===== config.mk =====
export PLATFORM = sky130hd
export DESIGN_NAME = aspect_fit_rectangles_flat
export DESIGN_NICKNAME = d
export VERILOG_FILES = /design/src/rtl/afr_pkg.sv /design/src/rtl/afr_if.sv /design/src/rtl/aspect_fit_rectangles.sv /design/src/flat_wrapper.sv
export VERILOG_INCLUDE_DIRS = /design/src /design/src/rtl
export SDC_FILE = /design/constraint.sdc
export NUM_CORES = 2
export LEC_CHECK = 0
export ABC_AREA = 1
export BUFFER_PORTS_ARGS = -buffer_cell sky130_fd_sc_hd__buf_2
export CAP_MARGIN = 10
export CORE_AREA = 2 2 378 380
export CTS_CLUSTER_DIAMETER = 50
export DETAILED_ROUTE_END_ITERATION = 8
export DIE_AREA = 0 0 380 382
export GPL_TIMING_DRIVEN = 0
export PLACE_DENSITY = 0.87
export SETUP_SLACK_MARGIN = 0.1
export SYNTH_ARGS = -nofsm -noshare
export SYNTH_HDL_FRONTEND = slang
export SYNTH_SLANG_ARGS = --single-unit

===== constraint.sdc =====
create_clock -name clk -period 163.2 [get_ports clk]
set_input_delay 8.16 -clock clk [delete_from_list [all_inputs] [get_ports clk]]
set_output_delay 8.16 -clock clk [all_outputs]
set_load 0.03 [all_outputs]

===== src/rtl/aspect_fit_rectangles_defines.svh =====
// ---------------------------------------------------------------------------
// aspect_fit_rectangles_defines
// assertion macros shared by the aspect fit rtl
// ---------------------------------------------------------------------------
`ifndef ASPECT_FIT_RECTANGLES_DEFINES_SVH
`define ASPECT_FIT_RECTANGLES_DEFINES_SVH

// implication checked out of reset
`define AFR_ASSERT_IMP(lbl, ante, cons, msg) \
  lbl: assert property (@(posedge clk) disable iff (!rst_n) (ante) |-> (cons)) \
    else $error(msg);

// next-cycle implication, checked through reset as well
`define AFR_ASSERT_NXT(lbl, ante, cons, msg) \
  lbl: assert property (@(posedge clk) (ante) |=> (cons)) else $error(msg);

// next-cycle implication checked out of reset
`define AFR_ASSERT_HOLD(lbl, ante, cons, msg) \
  lbl: assert property (@(posedge clk) disable iff (!rst_n) (ante) |=> (cons)) \
    else $error(msg);

`endif


===== src/rtl/afr_pkg.sv =====
// ---------------------------------------------------------------------------
// afr_pkg
// fit mode codes for the aspect fit block
// ---------------------------------------------------------------------------
package afr_pkg;

  typedef enum logic [1:0] {
    MODE_STRETCH   = 2'd0,
    MODE_CROP      = 2'd1,
    MODE_LETTERBOX = 2'd2,
    MODE_SMART     = 2'd3
  } fit_sel_t;

  localparam int unsigned SMART_NUM = 11;
  localparam int unsigned SMART_DEN = 10;

endpackage


===== src/rtl/afr_if.sv =====
// ---------------------------------------------------------------------------
// afr_in_if / afr_out_if
// request and result channels with valid/ready handshake
// ---------------------------------------------------------------------------
interface afr_in_if #(parameter int DW = 14);
  logic          valid;
  logic          ready;
  logic [DW-1:0] src_w;
  logic [DW-1:0] src_h;
  logic [DW-1:0] tgt_w;
  logic [DW-1:0] tgt_h;
  logic [1:0]    fit_sel;
  modport source (output valid, src_w, src_h, tgt_w, tgt_h, fit_sel, input ready);
  modport sink (input valid, src_w, src_h, tgt_w, tgt_h, fit_sel, output ready);
endinterface

interface afr_out_if #(parameter int DW = 14);
  logic          valid;
  logic          ready;
  logic [DW-1:0] win_x;
  logic [DW-1:0] win_y;
  logic [DW-1:0] win_w;
  logic [DW-1:0] win_h;
  logic [DW-1:0] out_x;
  logic [DW-1:0] out_y;
  logic [DW-1:0] out_w;
  logic [DW-1:0] out_h;
  logic          bad_request;
  modport source (output valid, win_x, win_y, win_w, win_h, out_x, out_y, out_w, out_h,
                  bad_request, input ready);
  modport sink (input valid, win_x, win_y, win_w, win_h, out_x, out_y, out_w, out_h,
                bad_request, output ready);
endinterface


===== src/rtl/aspect_fit_rectangles.sv =====
// an accepted request passes stage 1, the divider setup register, the divider stages and the output register
// throughput: one request per cycle unless the output stalls; the divider is DIM_BITS restoring stages
// the whole pipeline holds while a result beat waits and out_ch.ready is low
// reset clears all stage valid bits; payload registers are not reset
// ---------------------------------------------------------------------------
// aspect_fit_rectangles
// pipelined source/destination window calculator for stretch, crop,
// letterbox and smart fit modes
// ---------------------------------------------------------------------------
`include "aspect_fit_rectangles_defines.svh"

module aspect_fit_rectangles #(
  parameter int DIM_BITS = 14
) (
  input  logic      clk,
  input  logic      rst_n,
  afr_in_if.sink    in_ch,
  afr_out_if.source out_ch
);
  import afr_pkg::*;

  localparam int D  = DIM_BITS;
  localparam int PW = 2 * DIM_BITS;
  localparam int SW = 2 * DIM_BITS + 4;

  typedef struct packed {
    logic [D-1:0] sw;
    logic [D-1:0] sh;
    logic [D-1:0] tw;
    logic [D-1:0] th;
    fit_sel_t     mode;
    logic         a_gt_b;
    logic         a_lt_b;
    logic         bad;
  } ctx_t;

  typedef struct packed {
    logic [D-1:0] rem;
    logic [D-1:0] low;
    logic [D-1:0] dvs;
    logic [D-1:0] quo;
  } div_t;

  logic adv;
  assign adv         = !out_ch.valid || out_ch.ready;
  assign in_ch.ready = adv;

  // stage 1: products
  logic         s1_v_r;
  ctx_t         s1_ctx_r;
  logic [PW-1:0] s1_a_r, s1_b_r;

  always_ff @(posedge clk) begin
    if (!rst_n) begin
      s1_v_r <= 1'b0;
    end else if (adv) begin
      s1_v_r <= in_ch.valid;
    end
    if (adv) begin
      s1_ctx_r.sw     <= in_ch.src_w;
      s1_ctx_r.sh     <= in_ch.src_h;
      s1_ctx_r.tw     <= in_ch.tgt_w;
      s1_ctx_r.th     <= in_ch.tgt_h;
      s1_ctx_r.mode   <= fit_sel_t'(in_ch.fit_sel);
      s1_ctx_r.a_gt_b <= 1'b0;
      s1_ctx_r.a_lt_b <= 1'b0;
      s1_ctx_r.bad    <= (in_ch.src_w == '0) || (in_ch.src_h == '0) ||
                         (in_ch.tgt_w == '0) || (in_ch.tgt_h == '0);
      s1_a_r <= PW'(in_ch.src_w) * PW'(in_ch.tgt_h);
      s1_b_r <= PW'(in_ch.tgt_w) * PW'(in_ch.src_h);
    end
  end

  // stage 2: mode decision and divider setup
  logic [PW-1:0] hi, lo;
  logic [SW-1:0] hi_x, lo_x;
  logic          a_gt_b, a_lt_b;
  fit_sel_t      mode_eff;
  logic [PW-1:0] dvd;
  logic [D-1:0]  dvs;
  ctx_t          ctx2;

  always_comb begin
    a_gt_b   = s1_a_r > s1_b_r;
    a_lt_b   = s1_a_r < s1_b_r;
    hi       = a_gt_b ? s1_a_r : s1_b_r;
    lo       = a_gt_b ? s1_b_r : s1_a_r;
    hi_x     = SW'(hi) * SW'(SMART_DEN);
    lo_x     = SW'(lo) * SW'(SMART_NUM);
    mode_eff = s1_ctx_r.mode;
    if (s1_ctx_r.mode == MODE_SMART) begin
      if (hi_x <= lo_x) begin
        mode_eff = MODE_STRETCH;
      end else if (!a_gt_b) begin
        mode_eff = MODE_LETTERBOX;
      end else begin
        mode_eff = MODE_CROP;
      end
    end
    dvd = '0;
    dvs = {{(D-1){1'b0}}, 1'b1};
    if (!s1_ctx_r.bad) begin
      case (mode_eff)
        MODE_CROP: begin
          if (a_lt_b) begin
            dvd = s1_a_r;
            dvs = s1_ctx_r.tw;
          end else begin
            dvd = s1_b_r;
            dvs = s1_ctx_r.th;
          end
        end
        MODE_LETTERBOX: begin
          if (a_gt_b) begin
            dvd = s1_b_r;
            dvs = s1_ctx_r.sw;
          end else begin
            dvd = s1_a_r;
            dvs = s1_ctx_r.sh;
          end
        end
        default: begin
          dvd = '0;
        end
      endcase
    end
    ctx2        = s1_ctx_r;
    ctx2.mode   = mode_eff;
    ctx2.a_gt_b = a_gt_b;
    ctx2.a_lt_b = a_lt_b;
  end

  logic [D:0] dv_v_r;
  ctx_t       dv_ctx_r [D+1];
  div_t       dv_r     [D+1];

  always_ff @(posedge clk) begin
    if (!rst_n) begin
      dv_v_r[0] <= 1'b0;
    end else if (adv) begin
      dv_v_r[0] <= s1_v_r;
    end
    if (adv) begin
      dv_ctx_r[0]  <= ctx2;
      dv_r[0].rem  <= dvd[PW-1:D];
      dv_r[0].low  <= dvd[D-1:0];
      dv_r[0].dvs  <= dvs;
      dv_r[0].quo  <= '0;
    end
  end

  // restoring divider, one quotient bit per stage
  for (genvar i = 0; i < D; i++) begin : g_div
    logic [D:0] trial;
    logic       take;
    div_t       nxt;
    always_comb begin
      trial    = {dv_r[i].rem, dv_r[i].low[D-1]} - {1'b0, dv_r[i].dvs};
      take     = !trial[D] || dv_r[i].rem[D-1];
      nxt.dvs  = dv_r[i].dvs;
      nxt.low  = {dv_r[i].low[D-2:0], 1'b0};
      nxt.quo  = {dv_r[i].quo[D-2:0], take};
      nxt.rem  = take ? trial[D-1:0] : {dv_r[i].rem[D-2:0], dv_r[i].low[D-1]};
    end
    always_ff @(posedge clk) begin
      if (!rst_n) begin
        dv_v_r[i+1] <= 1'b0;
      end else if (adv) begin
        dv_v_r[i+1] <= dv_v_r[i];
      end
      if (adv) begin
        dv_ctx_r[i+1] <= dv_ctx_r[i];
        dv_r[i+1]     <= nxt;
      end
    end
  end

  // final stage: rectangles into the output register
  ctx_t         cf;
  logic [D-1:0] q;
  logic [D-1:0] wx_nxt, wy_nxt, ww_nxt, wh_nxt, ox_nxt, oy_nxt, ow_nxt, oh_nxt;

  always_comb begin
    cf     = dv_ctx_r[D];
    q      = dv_r[D].quo;
    wx_nxt = '0;
    wy_nxt = '0;
    ww_nxt = cf.sw;
    wh_nxt = cf.sh;
    ox_nxt = '0;
    oy_nxt = '0;
    ow_nxt = cf.tw;
    oh_nxt = cf.th;
    if (cf.bad) begin
      ww_nxt = '0;
      wh_nxt = '0;
      ow_nxt = '0;
      oh_nxt = '0;
    end else begin
      case (cf.mode)
        MODE_CROP: begin
          ww_nxt = cf.a_lt_b ? cf.sw : q;
          wh_nxt = cf.a_lt_b ? q : cf.sh;
          wx_nxt = (cf.sw - ww_nxt) >> 1;
          wy_nxt = (cf.sh - wh_nxt) >> 1;
        end
        MODE_LETTERBOX: begin
          ow_nxt = cf.a_gt_b ? cf.tw : q;
          oh_nxt = cf.a_gt_b ? q : cf.th;
          ox_nxt = (cf.tw - ow_nxt) >> 1;
          oy_nxt = (cf.th - oh_nxt) >> 1;
        end
        default: begin
          wx_nxt = '0;
        end
      endcase
    end
  end

  always_ff @(posedge clk) begin
    if (!rst_n) begin
      out_ch.valid <= 1'b0;
    end else if (adv) begin
      out_ch.valid <= dv_v_r[D];
    end
    if (adv) begin
      out_ch.win_x       <= wx_nxt;
      out_ch.win_y       <= wy_nxt;
      out_ch.win_w       <= ww_nxt;
      out_ch.win_h       <= wh_nxt;
      out_ch.out_x       <= ox_nxt;
      out_ch.out_y       <= oy_nxt;
      out_ch.out_w       <= ow_nxt;
      out_ch.out_h       <= oh_nxt;
      out_ch.bad_request <= cf.bad;
    end
  end

  `AFR_ASSERT_NXT(a_rst_idle, !rst_n, !out_ch.valid, "result beat right after reset")
  `AFR_ASSERT_IMP(a_bad_zero, out_ch.valid && out_ch.bad_request,
    out_ch.win_w == '0 && out_ch.win_h == '0 && out_ch.out_w == '0 && out_ch.out_h == '0,
    "rejected request with nonzero rectangle")
  `AFR_ASSERT_IMP(a_ready, 1'b1, in_ch.ready == (!out_ch.valid || out_ch.ready),
    "input ready does not follow output stall")
  `AFR_ASSERT_HOLD(a_hold, out_ch.valid && !out_ch.ready, out_ch.valid && $stable({
    out_ch.win_x, out_ch.win_y, out_ch.win_w, out_ch.win_h, out_ch.out_x, out_ch.out_y,
    out_ch.out_w, out_ch.out_h, out_ch.bad_request}), "result beat changed during stall")

endmodule


===== src/flat_wrapper.sv =====
// flat-port wrapper written by rule: the top's interface ports become plain ports
module aspect_fit_rectangles_flat import afr_pkg::*;
#(
  parameter int DIM_BITS = 14
)
  (clk, rst_n, in_ch_valid, in_ch_src_w, in_ch_src_h, in_ch_tgt_w, in_ch_tgt_h, in_ch_fit_sel, in_ch_ready, out_ch_valid, out_ch_win_x, out_ch_win_y, out_ch_win_w, out_ch_win_h, out_ch_out_x, out_ch_out_y, out_ch_out_w, out_ch_out_h, out_ch_bad_request, out_ch_ready);
  afr_in_if #(.DW(14)) in_ch_i ();
  afr_out_if #(.DW(14)) out_ch_i ();
  input  logic clk;
  input  logic rst_n;
  input wire logic [$bits(in_ch_i.valid)-1:0] in_ch_valid;
  input wire logic [$bits(in_ch_i.src_w)-1:0] in_ch_src_w;
  input wire logic [$bits(in_ch_i.src_h)-1:0] in_ch_src_h;
  input wire logic [$bits(in_ch_i.tgt_w)-1:0] in_ch_tgt_w;
  input wire logic [$bits(in_ch_i.tgt_h)-1:0] in_ch_tgt_h;
  input wire logic [$bits(in_ch_i.fit_sel)-1:0] in_ch_fit_sel;
  output wire logic [$bits(in_ch_i.ready)-1:0] in_ch_ready;
  output wire logic [$bits(out_ch_i.valid)-1:0] out_ch_valid;
  output wire logic [$bits(out_ch_i.win_x)-1:0] out_ch_win_x;
  output wire logic [$bits(out_ch_i.win_y)-1:0] out_ch_win_y;
  output wire logic [$bits(out_ch_i.win_w)-1:0] out_ch_win_w;
  output wire logic [$bits(out_ch_i.win_h)-1:0] out_ch_win_h;
  output wire logic [$bits(out_ch_i.out_x)-1:0] out_ch_out_x;
  output wire logic [$bits(out_ch_i.out_y)-1:0] out_ch_out_y;
  output wire logic [$bits(out_ch_i.out_w)-1:0] out_ch_out_w;
  output wire logic [$bits(out_ch_i.out_h)-1:0] out_ch_out_h;
  output wire logic [$bits(out_ch_i.bad_request)-1:0] out_ch_bad_request;
  input wire logic [$bits(out_ch_i.ready)-1:0] out_ch_ready;
  assign in_ch_i.valid = in_ch_valid;
  assign in_ch_i.src_w = in_ch_src_w;
  assign in_ch_i.src_h = in_ch_src_h;
  assign in_ch_i.tgt_w = in_ch_tgt_w;
  assign in_ch_i.tgt_h = in_ch_tgt_h;
  assign in_ch_i.fit_sel = in_ch_fit_sel;
  assign in_ch_ready = in_ch_i.ready;
  assign out_ch_valid = out_ch_i.valid;
  assign out_ch_win_x = out_ch_i.win_x;
  assign out_ch_win_y = out_ch_i.win_y;
  assign out_ch_win_w = out_ch_i.win_w;
  assign out_ch_win_h = out_ch_i.win_h;
  assign out_ch_out_x = out_ch_i.out_x;
  assign out_ch_out_y = out_ch_i.out_y;
  assign out_ch_out_w = out_ch_i.out_w;
  assign out_ch_out_h = out_ch_i.out_h;
  assign out_ch_bad_request = out_ch_i.bad_request;
  assign out_ch_i.ready = out_ch_ready;
  aspect_fit_rectangles #(.DIM_BITS(DIM_BITS)) u_core (.clk(clk), .rst_n(rst_n), .in_ch(in_ch_i), .out_ch(out_ch_i));
endmodule

==> flow_summary.toml <==
[status]
status = "complete, no violations"

[grt]
gr-total-overflow = 0
grt.total_usage = 0.282
grt_pass1_wl_um = 313000
antenna_found_initial = 10
grt_pass1_vias = 54600
grt_max_degree = 83

[placed_design]
dpl_cell_area_um2 = 90900
gp_congestion = 0.953
dp_hpwl_um = 135000
io_buffers = 172

[worst_setup_path]
end_kind = "primary output"
required_ns = 155.04
worst-setup-path-type = "input pin to primary output"
cp_num_buf_inv = 8
r2r_cells = 43
rr_startpoint = "u_core.s1_a_r[23]$_DFFE_PP_"
max_stage_delay_ns = 0.55
crit_path_max_fanout = 82
path_delay_family = "buffers and inverters"
start_kind = "input pin"
worstPathCellList = "buf_2 > nor2_1 > clkinv_1 > clkbuf_4 > buf_16 > buf_16 > buf_16 > buf_16 > buf_2"
cp.arrival_ns = 11.04
crit_slowest_cell = "clkbuf_4"
crit-reg2reg-capture = "u_core.dv_r[0][23]$_SDFFCE_PP0P_"
r2r_setup_slack_ns = 152.65
crit_path_frequent_cell = "buf_16"

[die]
fp.dieH_um = 382
design.portCount = 177
die_area_um2 = 145000
rows = 138
die-width_um = 380
start_util = 0.617
core_um2 = 141000

[sta]
fmax_ghz = 0.0521
fin_crit_sh = 0.118
skew_ns = 0.0593
hold_viol = 0
final_max_slew_viol_count = 0
finalSetupViolations = 0
period_needed_ns = 19.20
rsz0062_at_grt = "false"
hold_ws_ns = 0.381
final.setup.tns_ns = 0
slew_headroom = 0.384
worst_pin_slew_ns = 0.921

[detailed_routing]
drc = 0
wl_um = 201000
drt_iter0_drc = 5315
dr.pass1.iters = 8
num_vias = 53900
avgViaCountPerCell = 5.70
wire_per_inst_um = 21.2
antenna_violating_nets_post_route = 0

[cells_and_area]
stdcell_area_um2 = 96600
layout-area-overhead-vs-synth_pct = 11.2
final_layout_size_suffix_gt1_frac = 0.0730
fillCellCount = 9353
final_util = 0.686
nets = 8395

[clock_tree]
cts_setup_buffers = 0
clk_pin_slew_ns = 0.07
numClockSinks = 1758
cts_tree = "done"
cts-root-buf = "clkbuf_16"
htree_levels = 4
cts_hold_buf = 0
ctsResizeCount = 0
cts.path.max_buffers = 3
clk_latency_ns = 0.82
numCtsBuffers = 172

[logic_synthesis]
synth_edf_count = 1741
synth_area_leaders = "edfxtp_1, ha_1, fa_1"
yosysTopAreaCellShare = 0.601
avgSynthCellArea_um2 = 12.4
ys_seq_area_frac = 0.605
synthCells = 7038
yosys_warnings = 0
synth_flop_cell = "edfxtp_1"
ys_ff_latch = 1758
synth_async_sr_flop_share = 0
synth.cell_area_um2 = 86900
ys_types = 58
yosys.area.top_type = "edfxtp_1"

[worst_hold_path]
hold_depth = 0
min_to = "u_core.dv_ctx_r[0][379]$_DFFE_PP_"
hp-start = "u_core.dv_ctx_r[0][318]$_DFFE_PP_"
hold_class = "flip-flop to flip-flop"

[job]
drv_cap = 0
-- synth_stat cells (4+ instances only) --
| master | n |
|---|---|
| xor2_1 | 132 |
| buf_2 | 11 |
| xnor2_1 | 119 |
| nor4_1 | 19 |
| edfxtp_1 | 1741 |
| buf_4 | 17 |
| clkinv_1 | 4 |
| o2111ai_1 | 4 |
| a21o_1 | 12 |
| o21a_1 | 34 |
| a31oi_1 | 10 |
| clkbuf_1 | 108 |
| a21boi_0 | 7 |
| inv_1 | 1074 |
| ha_1 | 598 |
| nor2_1 | 259 |
| nand3_1 | 82 |
| o21ai_1 | 45 |
| nor3_1 | 22 |
| or2_2 | 14 |
| a211oi_1 | 5 |
| dfxtp_1 | 17 |
| buf_1 | 4 |
| o21ai_0 | 443 |
| fa_1 | 322 |
| buf_6 | 21 |
| o211ai_1 | 17 |
| a21boi_1 | 21 |
| a21boi_2 | 4 |
| nand3b_1 | 17 |
| o22ai_1 | 13 |
| o22a_1 | 8 |
| a21oi_1 | 500 |
| o21ai_2 | 24 |
| o21bai_1 | 34 |
| nand2_1 | 1199 |
| nand2_2 | 5 |
| nand4_1 | 33 |
| o221ai_1 | 6 |
-- through the flow --
stage,setup WS (ns),cells
global route,143.74,9450
CTS,143.97,9441
finish,144.00,9453
global placement,80.90,9103
floorplan,99.50,7041
detailed placement,143.97,9129
-- metal layers --
layer,track usage,part of all wire
met4,0.167,0.069
met1,0.344,0.38
met3,0.0512,0.067
met2,0.473,0.49
met5,0,0.000040
-- state kept, by name, summed over array words and instances (netlist names), 14 cells and up --
register,count
u_core.out_ch.out_w,14
u_core.dv_v_r,15
u_core.dv_r,602
u_core.out_ch.win_w,14
u_core.s1_b_r,28
u_core.ctx2,57
u_core.dv_ctx_r,915
u_core.s1_a_r,28
u_core.out_ch.out_h,14
u_core.out_ch.win_h,14
-- worst max-delay path by stage --
stage | startpoint | endpoint | depth (start not counted)
2_1_floorplan | out_ch_ready | in_ch_ready | 3
3_3_place_gp | out_ch_ready | in_ch_ready | 5
3_5_place_dp | out_ch_ready | in_ch_ready | 9
4_1_cts | out_ch_ready | in_ch_ready | 9
5_1_grt | out_ch_ready | in_ch_ready | 9
6_report | out_ch_ready | in_ch_ready | 9
-- layout by cell type, fill, tap and decap left out, types with 6 or more instances in the layout --
cell / n
a21boi_0: 7
a21boi_1: 21
a21o_1: 12
a21oi_1: 500
a31oi_1: 10
buf_16: 25
buf_2: 183
buf_4: 17
buf_6: 21
bufinv_16: 14
clkbuf_1: 145
clkbuf_16: 172
clkinv_1: 35
clkinv_16: 11
clkinv_2: 23
dfxtp_1: 17
diode_2: 12
edfxtp_1: 1741
fa_1: 322
ha_1: 598
inv_1: 1074
nand2_1: 1199
nand3_1: 82
nand3b_1: 17
nand4_1: 33
nor2_1: 259
nor3_1: 22
nor4_1: 19
o211ai_1: 17
o21a_1: 34
o21ai_0: 443
o21ai_1: 45
o21ai_2: 24
o21bai_1: 34
o221ai_1: 6
o22a_1: 8
o22ai_1: 13
or2_2: 14
xnor2_1: 119
xor2_1: 132
-- logic make-up (layout without fill, tap and decap cells) --
logic type,Yosys count,in the layout,share of synthesized area
simple gates,1664,1664,0.0769
xor+xnor,251,251,0.0253
fa+ha+maj,920,920,0.160
other cells,1,16,0.0000431
flops,1758,1758,0.605
buf+inv,1242,1752,0.0563
compound gates,1202,1202,0.0760
-- layout make-up --
type / count / area, um2 / share of cell area
flip-flops and latches: 1758 / 52600 / 0.544
multi-input cells: 4041 / 29400 / 0.305
clock buffers: 213 / 4490 / 0.0464
inverters: 1081 / 4060 / 0.0420
well taps: 1890 / 2360 / 0.0245
repair buffers: 198 / 1570 / 0.0162
clock inverters: 99 / 1230 / 0.0127
plain buffers: 161 / 843 / 0.00873
diodes: 12 / 30.0 / 0.000311
Power is left out: the tool's default activity adds up to more than one toggle a clock period on the data nets, which glitch-free logic cannot reach.
